**config.mk**
```make
export PLATFORM = sky130hd
export DESIGN_NAME = window_table_z_hit_test_top
export DESIGN_NICKNAME = d
export VERILOG_FILES = /design/src/design/wthit_pkg.sv /design/src/design/window_table_z_hit_test_top.sv
export SDC_FILE = /design/constraint.sdc
export NUM_CORES = 2
export LEC_CHECK = 0
export ABC_AREA = 1
export BUFFER_PORTS_ARGS = -buffer_cell sky130_fd_sc_hd__buf_4
export CAP_MARGIN = 20
export CORE_MARGIN = 8
export CORE_UTILIZATION = 45
export CTS_CLUSTER_DIAMETER = 40
export DETAILED_ROUTE_END_ITERATION = 10
export HOLD_SLACK_MARGIN = 0.06
export PLACE_DENSITY = 0.57
export SLEW_MARGIN = 15
export SYNTH_ARGS = -nofsm -noshare
export SYNTH_HDL_FRONTEND = slang
export SYNTH_SLANG_ARGS = --single-unit
```
**constraint.sdc**
```tcl
create_clock -name clock -period 8.8 [get_ports clock]
set_input_delay 0.44 -clock clock [delete_from_list [all_inputs] [get_ports clock]]
set_output_delay 0.44 -clock clock [all_outputs]
set_load 0.01 [all_outputs]
```
**src/design/wthit_pkg.sv**
```systemverilog
package wthit_pkg;

   localparam int MAX_WINDOWS_DEF = 16;
   localparam logic [7:0] TITLEBAR_HEIGHT_RESET = 8'd24;

   localparam logic [2:0] OP_CREATE  = 3'd0;
   localparam logic [2:0] OP_DESTROY = 3'd1;
   localparam logic [2:0] OP_RAISE   = 3'd2;
   localparam logic [2:0] OP_MOVE    = 3'd3;
   localparam logic [2:0] OP_SHADE   = 3'd4;
   localparam logic [2:0] OP_HIT     = 3'd5;

   localparam logic [15:0] ID_FIRST = 16'd1;
   localparam logic [15:0] ID_LAST  = 16'hFFFF;
   localparam logic [31:0] DEPTH_FIRST = 32'd1;
   localparam logic [31:0] DEPTH_MAX   = 32'hFFFF_FFFF;

   typedef struct packed {
      logic [15:0] id;
      logic [15:0] x;
      logic [15:0] y;
      logic [11:0] w;
      logic [11:0] h;
      logic [31:0] depth;
      logic [7:0]  owner;
      logic        decorated;
      logic        shaded;
   } entry_type;

endpackage

```
**src/design/window_table_z_hit_test_top.sv**
```systemverilog
// create and unknown operations pass through the execute state and then the wait state,
// which raises rsp_valid once the output register is free
// id lookups and hit test read one table entry per cycle through the single read port
// of the entry memory, whose read data is registered; a lookup ends at its id match
// one word at a time: req_ready is low until the answer has moved to the output register
// reset: all slots free, id and depth counters at one, titlebar height 24, memory not cleared
module window_table_z_hit_test_top #(
   parameter int MAX_WINDOWS = wthit_pkg::MAX_WINDOWS_DEF
) (
   input  logic               clock,
   input  logic               reset,
   input  logic               csr_wr_en,
   input  logic [7:0]         csr_wr_data,
   input  logic               req_valid,
   output logic               req_ready,
   input  logic [2:0]         req_operation,
   input  logic [15:0]        req_window_id,
   input  logic signed [15:0] req_pos_x,
   input  logic signed [15:0] req_pos_y,
   input  logic [11:0]        req_width,
   input  logic [11:0]        req_height,
   input  logic [7:0]         req_owner_tag,
   input  logic               req_has_title_bar,
   output logic               rsp_valid,
   input  logic               rsp_ready,
   output logic               rsp_ok,
   output logic [15:0]        rsp_result_id,
   output logic               rsp_shaded_now
);
   import wthit_pkg::*;

   localparam int IW = (MAX_WINDOWS > 1) ? $clog2(MAX_WINDOWS) : 1;
   localparam int CW = $clog2(MAX_WINDOWS + 1);
   localparam logic [IW-1:0] LAST_IDX = IW'(MAX_WINDOWS - 1);
   localparam logic [CW-1:0] FULL_COUNT = CW'(MAX_WINDOWS);

   localparam logic [1:0] ST_IDLE = 2'd0;
   localparam logic [1:0] ST_EXEC = 2'd1;
   localparam logic [1:0] ST_SCAN = 2'd2;
   localparam logic [1:0] ST_WAIT = 2'd3;

   logic [1:0]             state_ff, state_in;
   logic [MAX_WINDOWS-1:0] valid_ff, valid_in;
   logic [CW-1:0]          live_ff, live_in;
   logic [15:0]            next_id_ff, next_id_in;
   logic [31:0]            next_depth_ff, next_depth_in;
   logic [7:0]             tbh_ff;

   logic [2:0]         op_ff;
   logic [15:0]        id_ff;
   logic signed [15:0] px_ff, py_ff;
   logic [11:0]        w_ff, h_ff;
   logic [7:0]         own_ff;
   logic               dec_ff;

   logic [IW-1:0] addr_ff, addr_in;
   logic          issue_done_ff, issue_done_in;
   logic          rd_valid_ff;
   logic [IW-1:0] rd_idx_ff;
   entry_type     rd_data_ff;
   logic          rd_en;

   logic          found_ff, found_in;
   logic [31:0]   best_ff, best_in;
   logic [15:0]   best_id_ff, best_id_in;

   logic          res_ok_ff, res_ok_in;
   logic [15:0]   res_id_ff, res_id_in;
   logic          res_sh_ff, res_sh_in;

   logic          rsp_valid_ff, rsp_valid_in;
   logic          rsp_ok_ff, rsp_ok_in;
   logic [15:0]   rsp_id_ff, rsp_id_in;
   logic          rsp_sh_ff, rsp_sh_in;

   entry_type     mem [MAX_WINDOWS];
   logic          mem_we;
   logic [IW-1:0] mem_waddr;
   entry_type     mem_wdata;

   logic [IW-1:0]      free_idx;
   logic               rd_live;
   logic               id_match;
   logic               contains;
   logic               cand;
   logic [12:0]        frame_h;
   logic signed [17:0] px18, py18, x0, x1, y0, y1;
   logic [31:0]        depth_take;

   // lowest free slot
   always_comb begin
      free_idx = '0;
      for (int i = MAX_WINDOWS - 1; i >= 0; i--) begin
         if (!valid_ff[i]) begin
            free_idx = IW'(i);
         end
      end
   end

   // frame of the entry on the read port
   always_comb begin
      if (!rd_data_ff.decorated) begin
         frame_h = {1'b0, rd_data_ff.h};
      end else if (rd_data_ff.shaded) begin
         frame_h = {5'b0, tbh_ff};
      end else begin
         frame_h = {1'b0, rd_data_ff.h} + {5'b0, tbh_ff};
      end
      px18 = 18'(px_ff);
      py18 = 18'(py_ff);
      x0 = $signed({{2{rd_data_ff.x[15]}}, rd_data_ff.x});
      y0 = $signed({{2{rd_data_ff.y[15]}}, rd_data_ff.y});
      x1 = x0 + $signed({6'b0, rd_data_ff.w});
      y1 = y0 + $signed({5'b0, frame_h});
      contains = (px18 >= x0) && (px18 < x1) && (py18 >= y0) && (py18 < y1);
   end

   assign rd_live    = valid_ff[rd_idx_ff];
   assign id_match   = rd_live && (rd_data_ff.id == id_ff);
   assign cand       = rd_live && (!found_ff || (rd_data_ff.depth > best_ff)) && contains;
   assign depth_take = (next_depth_ff != DEPTH_MAX) ? next_depth_ff + 32'd1 : next_depth_ff;

   always_comb begin
      state_in      = state_ff;
      valid_in      = valid_ff;
      live_in       = live_ff;
      next_id_in    = next_id_ff;
      next_depth_in = next_depth_ff;
      addr_in       = addr_ff;
      issue_done_in = issue_done_ff;
      rd_en         = 1'b0;
      found_in      = found_ff;
      best_in       = best_ff;
      best_id_in    = best_id_ff;
      res_ok_in     = res_ok_ff;
      res_id_in     = res_id_ff;
      res_sh_in     = res_sh_ff;
      mem_we        = 1'b0;
      mem_waddr     = rd_idx_ff;
      mem_wdata     = rd_data_ff;
      rsp_valid_in  = rsp_valid_ff && !rsp_ready;
      rsp_ok_in     = rsp_ok_ff;
      rsp_id_in     = rsp_id_ff;
      rsp_sh_in     = rsp_sh_ff;
      req_ready     = (state_ff == ST_IDLE);

      unique case (state_ff)
         ST_IDLE: begin
            if (req_valid) begin
               addr_in       = '0;
               issue_done_in = 1'b0;
               found_in      = 1'b0;
               if (req_operation == OP_CREATE || req_operation > OP_HIT) begin
                  state_in = ST_EXEC;
               end else begin
                  state_in = ST_SCAN;
               end
            end
         end
         ST_EXEC: begin
            res_ok_in = 1'b0;
            res_id_in = '0;
            res_sh_in = 1'b0;
            if (op_ff == OP_CREATE && live_ff != FULL_COUNT) begin
               mem_we              = 1'b1;
               mem_waddr           = free_idx;
               mem_wdata.id        = next_id_ff;
               mem_wdata.x         = px_ff;
               mem_wdata.y         = py_ff;
               mem_wdata.w         = w_ff;
               mem_wdata.h         = h_ff;
               mem_wdata.depth     = next_depth_ff;
               mem_wdata.owner     = own_ff;
               mem_wdata.decorated = dec_ff;
               mem_wdata.shaded    = 1'b0;
               valid_in[free_idx]  = 1'b1;
               live_in             = live_ff + CW'(1);
               next_id_in          = (next_id_ff >= ID_LAST) ? ID_FIRST : next_id_ff + 16'd1;
               next_depth_in       = depth_take;
               res_ok_in           = 1'b1;
               res_id_in           = next_id_ff;
            end
            state_in = ST_WAIT;
         end
         ST_SCAN: begin
            if (!issue_done_ff) begin
               rd_en   = 1'b1;
               addr_in = addr_ff + IW'(1);
               if (addr_ff == LAST_IDX) begin
                  issue_done_in = 1'b1;
               end
            end
            if (rd_valid_ff) begin
               if (op_ff == OP_HIT) begin
                  if (cand) begin
                     found_in   = 1'b1;
                     best_in    = rd_data_ff.depth;
                     best_id_in = rd_data_ff.id;
                  end
                  if (rd_idx_ff == LAST_IDX) begin
                     res_ok_in = found_ff || cand;
                     res_id_in = cand ? rd_data_ff.id : (found_ff ? best_id_ff : 16'd0);
                     res_sh_in = 1'b0;
                     state_in  = ST_WAIT;
                  end
               end else if (id_match) begin
                  res_ok_in = 1'b1;
                  res_id_in = '0;
                  res_sh_in = 1'b0;
                  state_in  = ST_WAIT;
                  unique case (op_ff)
                     OP_DESTROY: begin
                        valid_in[rd_idx_ff] = 1'b0;
                        if (live_ff != '0) begin
                           live_in = live_ff - CW'(1);
                        end
                     end
                     OP_RAISE: begin
                        mem_we          = 1'b1;
                        mem_wdata.depth = next_depth_ff;
                        next_depth_in   = depth_take;
                     end
                     OP_MOVE: begin
                        mem_we      = 1'b1;
                        mem_wdata.x = px_ff;
                        mem_wdata.y = py_ff;
                     end
                     default: begin
                        mem_we           = 1'b1;
                        mem_wdata.shaded = !rd_data_ff.shaded;
                        res_sh_in        = !rd_data_ff.shaded;
                     end
                  endcase
               end else if (rd_idx_ff == LAST_IDX) begin
                  res_ok_in = 1'b0;
                  res_id_in = '0;
                  res_sh_in = 1'b0;
                  state_in  = ST_WAIT;
               end
            end
         end
         default: begin
            if (!rsp_valid_ff || rsp_ready) begin
               rsp_valid_in = 1'b1;
               rsp_ok_in    = res_ok_ff;
               rsp_id_in    = res_id_ff;
               rsp_sh_in    = res_sh_ff;
               state_in     = ST_IDLE;
            end
         end
      endcase
   end

   // entry memory
   always_ff @(posedge clock) begin
      if (mem_we) begin
         mem[mem_waddr] <= mem_wdata;
      end
      if (rd_en) begin
         rd_data_ff <= mem[addr_ff];
      end
   end

   always_ff @(posedge clock) begin
      if (reset) begin
         state_ff      <= ST_IDLE;
         valid_ff      <= '0;
         live_ff       <= '0;
         next_id_ff    <= ID_FIRST;
         next_depth_ff <= DEPTH_FIRST;
         tbh_ff        <= TITLEBAR_HEIGHT_RESET;
         issue_done_ff <= 1'b1;
         rd_valid_ff   <= 1'b0;
         found_ff      <= 1'b0;
         rsp_valid_ff  <= 1'b0;
      end else begin
         state_ff      <= state_in;
         valid_ff      <= valid_in;
         live_ff       <= live_in;
         next_id_ff    <= next_id_in;
         next_depth_ff <= next_depth_in;
         if (csr_wr_en) begin
            tbh_ff <= csr_wr_data;
         end
         issue_done_ff <= issue_done_in;
         rd_valid_ff   <= rd_en;
         found_ff      <= found_in;
         rsp_valid_ff  <= rsp_valid_in;
      end
   end

   always_ff @(posedge clock) begin
      if (req_valid && req_ready) begin
         op_ff  <= req_operation;
         id_ff  <= req_window_id;
         px_ff  <= req_pos_x;
         py_ff  <= req_pos_y;
         w_ff   <= req_width;
         h_ff   <= req_height;
         own_ff <= req_owner_tag;
         dec_ff <= req_has_title_bar;
      end
      addr_ff    <= addr_in;
      rd_idx_ff  <= addr_ff;
      best_ff    <= best_in;
      best_id_ff <= best_id_in;
      res_ok_ff  <= res_ok_in;
      res_id_ff  <= res_id_in;
      res_sh_ff  <= res_sh_in;
      rsp_ok_ff  <= rsp_ok_in;
      rsp_id_ff  <= rsp_id_in;
      rsp_sh_ff  <= rsp_sh_in;
   end

   assign rsp_valid      = rsp_valid_ff;
   assign rsp_ok         = rsp_ok_ff;
   assign rsp_result_id  = rsp_id_ff;
   assign rsp_shaded_now = rsp_sh_ff;

   a_live_count: assert property (@(posedge clock) disable iff (reset)
      live_ff == CW'($countones(valid_ff)))
      else $error("live count disagrees with valid slots");

   a_id_nonzero: assert property (@(posedge clock) disable iff (reset)
      next_id_ff != 16'd0)
      else $error("id counter reached zero");

   a_write_busy: assert property (@(posedge clock) disable iff (reset)
      mem_we |-> (state_ff == ST_EXEC || state_ff == ST_SCAN))
      else $error("table written outside an operation");

   a_accept_leaves_idle: assert property (@(posedge clock) disable iff (reset)
      (req_valid && req_ready) |=> (state_ff == ST_EXEC || state_ff == ST_SCAN))
      else $error("accepted word did not start an operation");

endmodule

```
# == Word level (Yosys, flattened, before mapping) ==
# Memories as Yosys holds them, arrays and structs flattened. A register that Yosys moved wholly into a read port is not among the register bits.
# Index checks and enable logic that the tools add are counted.
# classes
n_eq_ne,24
reduce_logical,40
order_cmp,11
n_mux,118
n_addsub,8
n_bitwise,4
# ops
cell,n
two-way mux 32 bit,14
two-way mux 16 bit,15
case mux 32 bit (2 select lines),3
two-way mux 114 bit,1
two-way mux 4 bit,20
case mux 16 bit (2 select lines),2
less-than comparator 16 x 17 -> 1 bit,2
two-way mux 1 bit,34
adder 32 x 1 -> 32 bit (second input constant),1
greater-or-equal comparator 16 bit,2
greater-than comparator 32 bit,1
!= test 32 bit (second input constant),1
two-way mux 5 bit,6
two-way mux 13 bit,2
two-way mux 24 bit,1
!= test 2 bit (second input constant),9
adder 16 x 13 -> 17 bit,1
adder 16 x 14 -> 17 bit,1
adder 16 x 1 -> 16 bit (second input constant),1
bitwise AND 16 bit,1
equality test 16 bit,1
greater-or-equal comparator 16 bit (second input constant),1
NOT 16 bit,1
OR 16 bit,1
40 further kinds,83
# word_totals
mem_bits_rw,1824
wordCells,234
regBits,259
input_bits,97
n_memories,1
out_inout_bits,20
# memory_table
memory,words,width,rd,rd_ports_with_merged_regs,wr,line_no,text
mem,16,114,1,1,1,window_table_z_hit_test_top.sv:76,entry_type mem [MAX_WINDOWS];

# == Depth between registers and ports, before layout ==
# depth
depth_word,23
depth_mapped,35
ltp_nobuf,34

# == Worst setup path after synthesis ==
# OpenSTA, ideal clock, no wires.
# synth_path
path_type,reg2reg
startpoint,register op_ff[2]
endpoint,memory mem[12][0] in the netlist's numbering (enable)
period_less_slack_ns,6.706
arrival_time_ns,6.133
path_stages_with_launch,11
setup_ns,0.572
slack_ns,2.094
path_buffers,1
required_time_ns,8.228
path_cell_list,edfxtp_1 nor3_1 nand2_1 inv_1 nand2_1 inv_1 clkbuf_1 o21ai_0 nor2_1 nand2_1 nor2_1
# synth_via
elab_chain_cells,8
word_cells_on_any_way,14
classes_between,eq/ne (2); mux (10); reduce/logical (2)
# synth_rtl
element,line_no,text
"start, declared",window_table_z_hit_test_top.sv:49,logic [2:0] op_ff;
"start signal, assigned",window_table_z_hit_test_top.sv:294,op_ff <= req_operation;
equality test 3 x 1 -> 1 bit,window_table_z_hit_test_top.sv:211,unique case (op_ff)
two-way mux 1 bit,window_table_z_hit_test_top.sv:211,
two-way mux 1 bit,window_table_z_hit_test_top.sv:206,end else if (id_match) begin
two-way mux 1 bit,window_table_z_hit_test_top.sv:194,if (op_ff == OP_HIT) begin
two-way mux 1 bit,window_table_z_hit_test_top.sv:193,if (rd_valid_ff) begin
case mux 1 bit (2 select lines),window_table_z_hit_test_top.sv:147,unique case (state_ff)
two-way mux 1 bit,window_table_z_hit_test_top.sv:256,if (mem_we) begin
two-way mux 1 bit (not written as such),window_table_z_hit_test_top.sv:257,mem[mem_waddr] <= mem_wdata;
"end, declared",window_table_z_hit_test_top.sv:76,
# Several ways; a longest one is shown, not always the timed one.

# == Worst setup path in the final report ==
# layout_path
startpoint,"register, netlist name rd_data_ff[42]"
endpoint,register best_ff[12] (enable)
# layout_via
elab_chain_cells,8
# layout_rtl
element,line_no,text
adder 12 x 8 -> 13 bit,window_table_z_hit_test_top.sv:107,"frame_h = {1'b0, rd_data_ff.h} + {5'b0, tbh_ff};"
two-way mux 13 bit,window_table_z_hit_test_top.sv:104,end else if (rd_data_ff.shaded) begin
two-way mux 13 bit *,window_table_z_hit_test_top.sv:102,if (!rd_data_ff.decorated) begin
adder 16 x 14 -> 17 bit *,window_table_z_hit_test_top.sv:114,"y1 = y0 + $signed({5'b0, frame_h});"
less-than comparator 16 x 17 -> 1 bit *,window_table_z_hit_test_top.sv:115,contains = (px18 >= x0) && (px18 < x1) && (py18 >= y0) && (py18 < y1);
logical AND 1 bit *,window_table_z_hit_test_top.sv:115,
logical AND 1 bit *,window_table_z_hit_test_top.sv:120,assign cand = rd_live && (!found_ff || (rd_data_ff.depth > best_ff)) && contains;
AND reduction 4 bit (no source line) *,n/a,
"end signal, assigned",window_table_z_hit_test_top.sv:305,best_ff <= best_in;
"end, declared",window_table_z_hit_test_top.sv:64,"logic [31:0] best_ff, best_in;"
# Every way passes the cells marked *; elsewhere a longest branch is shown, timed or not.
# A chain may end at the register's enable or synchronous reset.

==> results.sh <==
export IMPL_largest_family_of_logic_cells_by_synthesized_area="simple AND/OR/NAND/NOR gates"
export IMPL_synth_distinct_cells=53
export IMPL_arrival_ns=7.60
export IMPL_timing_critical_path_max_delay_family="simple AND/OR/NAND/NOR gates"
export IMPL_ranking_of_synthesized_cells_by_area="sky130_fd_sc_hd__edfxtp_1, sky130_fd_sc_hd__nor2_1, sky130_fd_sc_hd__nand2_1"
export IMPL_power_density_cell_area_nw_per_um2=321
export IMPL_synth_area_per_cell_um2=12.7
export IMPL_via_per_inst=5.76
export IMPL_post_cts_hold_buffer_count=103
export IMPL_setup_violations=0
export IMPL_crit_type="flop to flop"
export IMPL_yosysTopAreaCellShare_pct=69.1
export IMPL_clock_insertion_delay_worst_skew_ns=0.91
export IMPL_regToRegStartpoint="rd_data_ff[42]"
export IMPL_max_stage_delay_ns=0.74
export IMPL_synth_sequential_area_ratio_pct=71.1
export IMPL_clkSinkCount=2053
export IMPL_layout_drive_gt1_share_pct=10.2
export IMPL_grt_pass1_wl_um=347000
export IMPL_end_kind="flop"
export IMPL_cap_viol_max_count=0
export IMPL_core_region_area_um2=189000
export IMPL_finish_net_count=7186
export IMPL_min_path_type="input port to flop"
export IMPL_finClkSkew_ns=0.0424
export IMPL_report_final_hold_viol_count=0
export IMPL_routed_wl_um=236000
export IMPL_critPathMostFrequentCell="sky130_fd_sc_hd__nand2_1"
export IMPL_cts_tree="done"
export IMPL_antenna_found_initial=3
export IMPL_ctsHtreeMaxLevel=5
export IMPL_clk_transition_reported_paths_ns=0.06
export IMPL_holdPathStages=2
export IMPL_grt_ovfl_total=0
export IMPL_synth_simple_gate_area_share_pct=10.9
export IMPL_timing_critical_path_buf_inv=4
export IMPL_fmaxAchievable_mhz=142
export IMPL_cts_root_buffer="sky130_fd_sc_hd__clkbuf_16"
export IMPL_post_cts_resized_instances=0
export IMPL_vias=55600
export IMPL_detail_route_drc_violations=0
export IMPL_cp_slowest_cell="sky130_fd_sc_hd__inv_2"
export IMPL_num_rows=160
export IMPL_port_buffers=108
export IMPL_first_global_vias=52500
export IMPL_slew_viol_final=0
export IMPL_first_pass_iters=6
export IMPL_path_depth=31
export IMPL_worst_r2r_setup_slack_ns=1.77
export IMPL_synth_compound_gate_area_share_pct=9.85
export IMPL_max_slew_worst_pin_slew_ns=1.21
export IMPL_synth_cell_area_um2=85500
export IMPL_cp_max_fo=35
export IMPL_postCtsSetupRepairBufs=0
export IMPL_yosysMostFrequentCell="sky130_fd_sc_hd__edfxtp_1"
export IMPL_min_delay_src="req_height[11]"
export IMPL_layout_worst_path_cycle_share_pct=79.9
export IMPL_status="completed"
export IMPL_final_setup_tns_ns=0
export IMPL_grt_setup_unrepaired="no"
export IMPL_cts_buffer_depth=4
export IMPL_die_width_um=452
export IMPL_gpl_final_weighted_congestion=0.875
export IMPL_pin_count_of_the_biggest_net_entering_global_routing=196
export IMPL_synth_enable_flop_cells=1966
export IMPL_total_power_mw=32.0
export IMPL_drt_antenna_violating_nets=0
export IMPL_power_ir_vdd_worst_mv=0.235
export IMPL_xor_xnor_share_of_the_synthesized_area_pct=0.779
export IMPL_asyncSetResetFlopFracSynth_pct=0
export IMPL_synthMuxAreaShare_pct=2.07
export IMPL_yosys_area_top_type="sky130_fd_sc_hd__edfxtp_1"
export IMPL_syn_inst=6718
export IMPL_adder_cell_fraction_of_synth_area_pct=2.17
export IMPL_leakage_dissipation_nw=34.2
export IMPL_floorplan_die_area_um2=204000
export IMPL_setup_worst_path_start_class="flop"
export IMPL_worst_r2r_cell_count=31
export IMPL_io_pin_count=117
export IMPL_post_synthesis_to_final_layout_area_growth_pct=16.6
export IMPL_primary_ff_master_synth="sky130_fd_sc_hd__edfxtp_1"
export IMPL_timing_slew_headroom_pct=18.6
export IMPL_yosys_register_bits=2053
export IMPL_most_used_standard_cells_in_the_synthesized_netlist="sky130_fd_sc_hd__edfxtp_1, sky130_fd_sc_hd__nor2_1, sky130_fd_sc_hd__nand2_1"
export IMPL_syn_nets=6961
export IMPL_startpoint="rd_data_ff[42]"
export IMPL_worst_endpoint_required_ns=9.37
export IMPL_hpwl_um=117000
export IMPL_grt_usage_pct=22.3
export IMPL_drt_first_iter_violations=5778
export IMPL_wire_per_inst_um=24.4
export IMPL_initial_core_utilization_pct=45.1
export IMPL_numCtsBuffers=292
export IMPL_yosys_warnings=0
export IMPL_vertical_extent_of_the_die_um=452
export IMPL_finalCriticalPeriod_ns=7.03
export IMPL_filler_cell_count=15900
==> sequential cells by signal, summed over array words and instances (netlist names), 2 cells and up <==
register	cells
w_ff	12
state_ff	2
h_ff	12
best_ff	32
px_ff	16
addr_ff	4
py_ff	16
op_ff	3
mem	1696
rsp_result_id	16
rd_data_ff	106
live_ff	5
next_id_ff	16
best_id_ff	16
id_ff	16
valid_ff	16
tbh_ff	8
res_id_ff	16
next_depth_ff	32
rd_idx_ff	4
==> through the flow <==
step           std cells  hold slack, ns  worst slack, ns  utilization, %  instance area (µm²)
4_1_cts             9656           0.170             1.80            52.6                99600
3_3_place_gp        9051           0.406             1.81            47.0                89100
6_report            9663           0.242             1.77            52.6                99600
3_5_place_dp        9052           0.405             1.82            47.0                89100
2_1_floorplan       6718           0.369             2.09               -                85500
5_1_grt             9662           0.194             1.32            52.6                99600
==> area by class of cell <==
| cell class | count | area [µm²] | share of cell area (%) |
|---|---|---|---|
| antenna | 2 | 5.00 | 0.00502 |
| clock buffer | 338 | 7690 | 7.72 |
| clock inverter | 163 | 1820 | 1.83 |
| inverter | 297 | 1140 | 1.14 |
| multi-input combinational | 3982 | 22200 | 22.3 |
| sequential | 2053 | 60800 | 61.0 |
| tap | 2511 | 3140 | 3.15 |
| timing repair buffer | 317 | 2850 | 2.86 |
==> where the power goes <==
group	switching, mW	internal, mW	leakage, nW
sequential	0.229	12.1	18.5
combinational	5.93	2.30	11.1
clock	4.29	7.15	4.61
total	10.5	21.6	34.2
==> worst paths after layout <==
kind                       to
max               best_ff[12]
min                  h_ff[11]
max reg2reg       best_ff[12]
min reg2reg  rsp_result_id[6]
==> cells by family (layout without fill, tap and decap cells) <==
group           count (synthesis)  in the layout
xor+xnor                       76             76
simple gates                 2305           2305
fa+ha+maj                     146            146
compound gates               1278           1278
mux                           177            177
flops                        2053           2053
buf+inv                       683           1115
other cells                     0              2
==> routing by layer <==
| layer | GRT usage (%) | share of wire, % |
|---|---|---|
| met1 | 32.1 | 45 |
| met2 | 35.9 | 47 |
| met3 | 3.09 | 6.0 |
| met4 | 6.04 | 2.4 |
| met5 | 0 | 0.0055 |
==> worst reg2reg max path, delay by kind of cell (launching register included) <==
kind                       cells  cell delay [ns]
adders and majority gates      4             1.26
AOI/OAI and AO/OA              7             1.43
buffers and inverters          4             1.29
xor gates and xnor gates       1             0.14
and+or+nand+nor               15             2.22
DFF                            1             0.39
==> placed cells by master, fill, tap and decap left out, types with 140 or more instances in the layout <==
cell,instances
sky130_fd_sc_hd__nand2_1,815
sky130_fd_sc_hd__a21oi_1,167
sky130_fd_sc_hd__nand3_1,274
sky130_fd_sc_hd__nor2_1,1047
sky130_fd_sc_hd__o21ai_0,535
sky130_fd_sc_hd__buf_4,194
sky130_fd_sc_hd__o221ai_1,179
sky130_fd_sc_hd__o32ai_1,247
sky130_fd_sc_hd__ha_1,140
sky130_fd_sc_hd__inv_1,283
sky130_fd_sc_hd__edfxtp_1,1966
sky130_fd_sc_hd__mux2i_1,177
sky130_fd_sc_hd__clkbuf_16,300
Note: power is estimated with default switching activity, not from simulation.
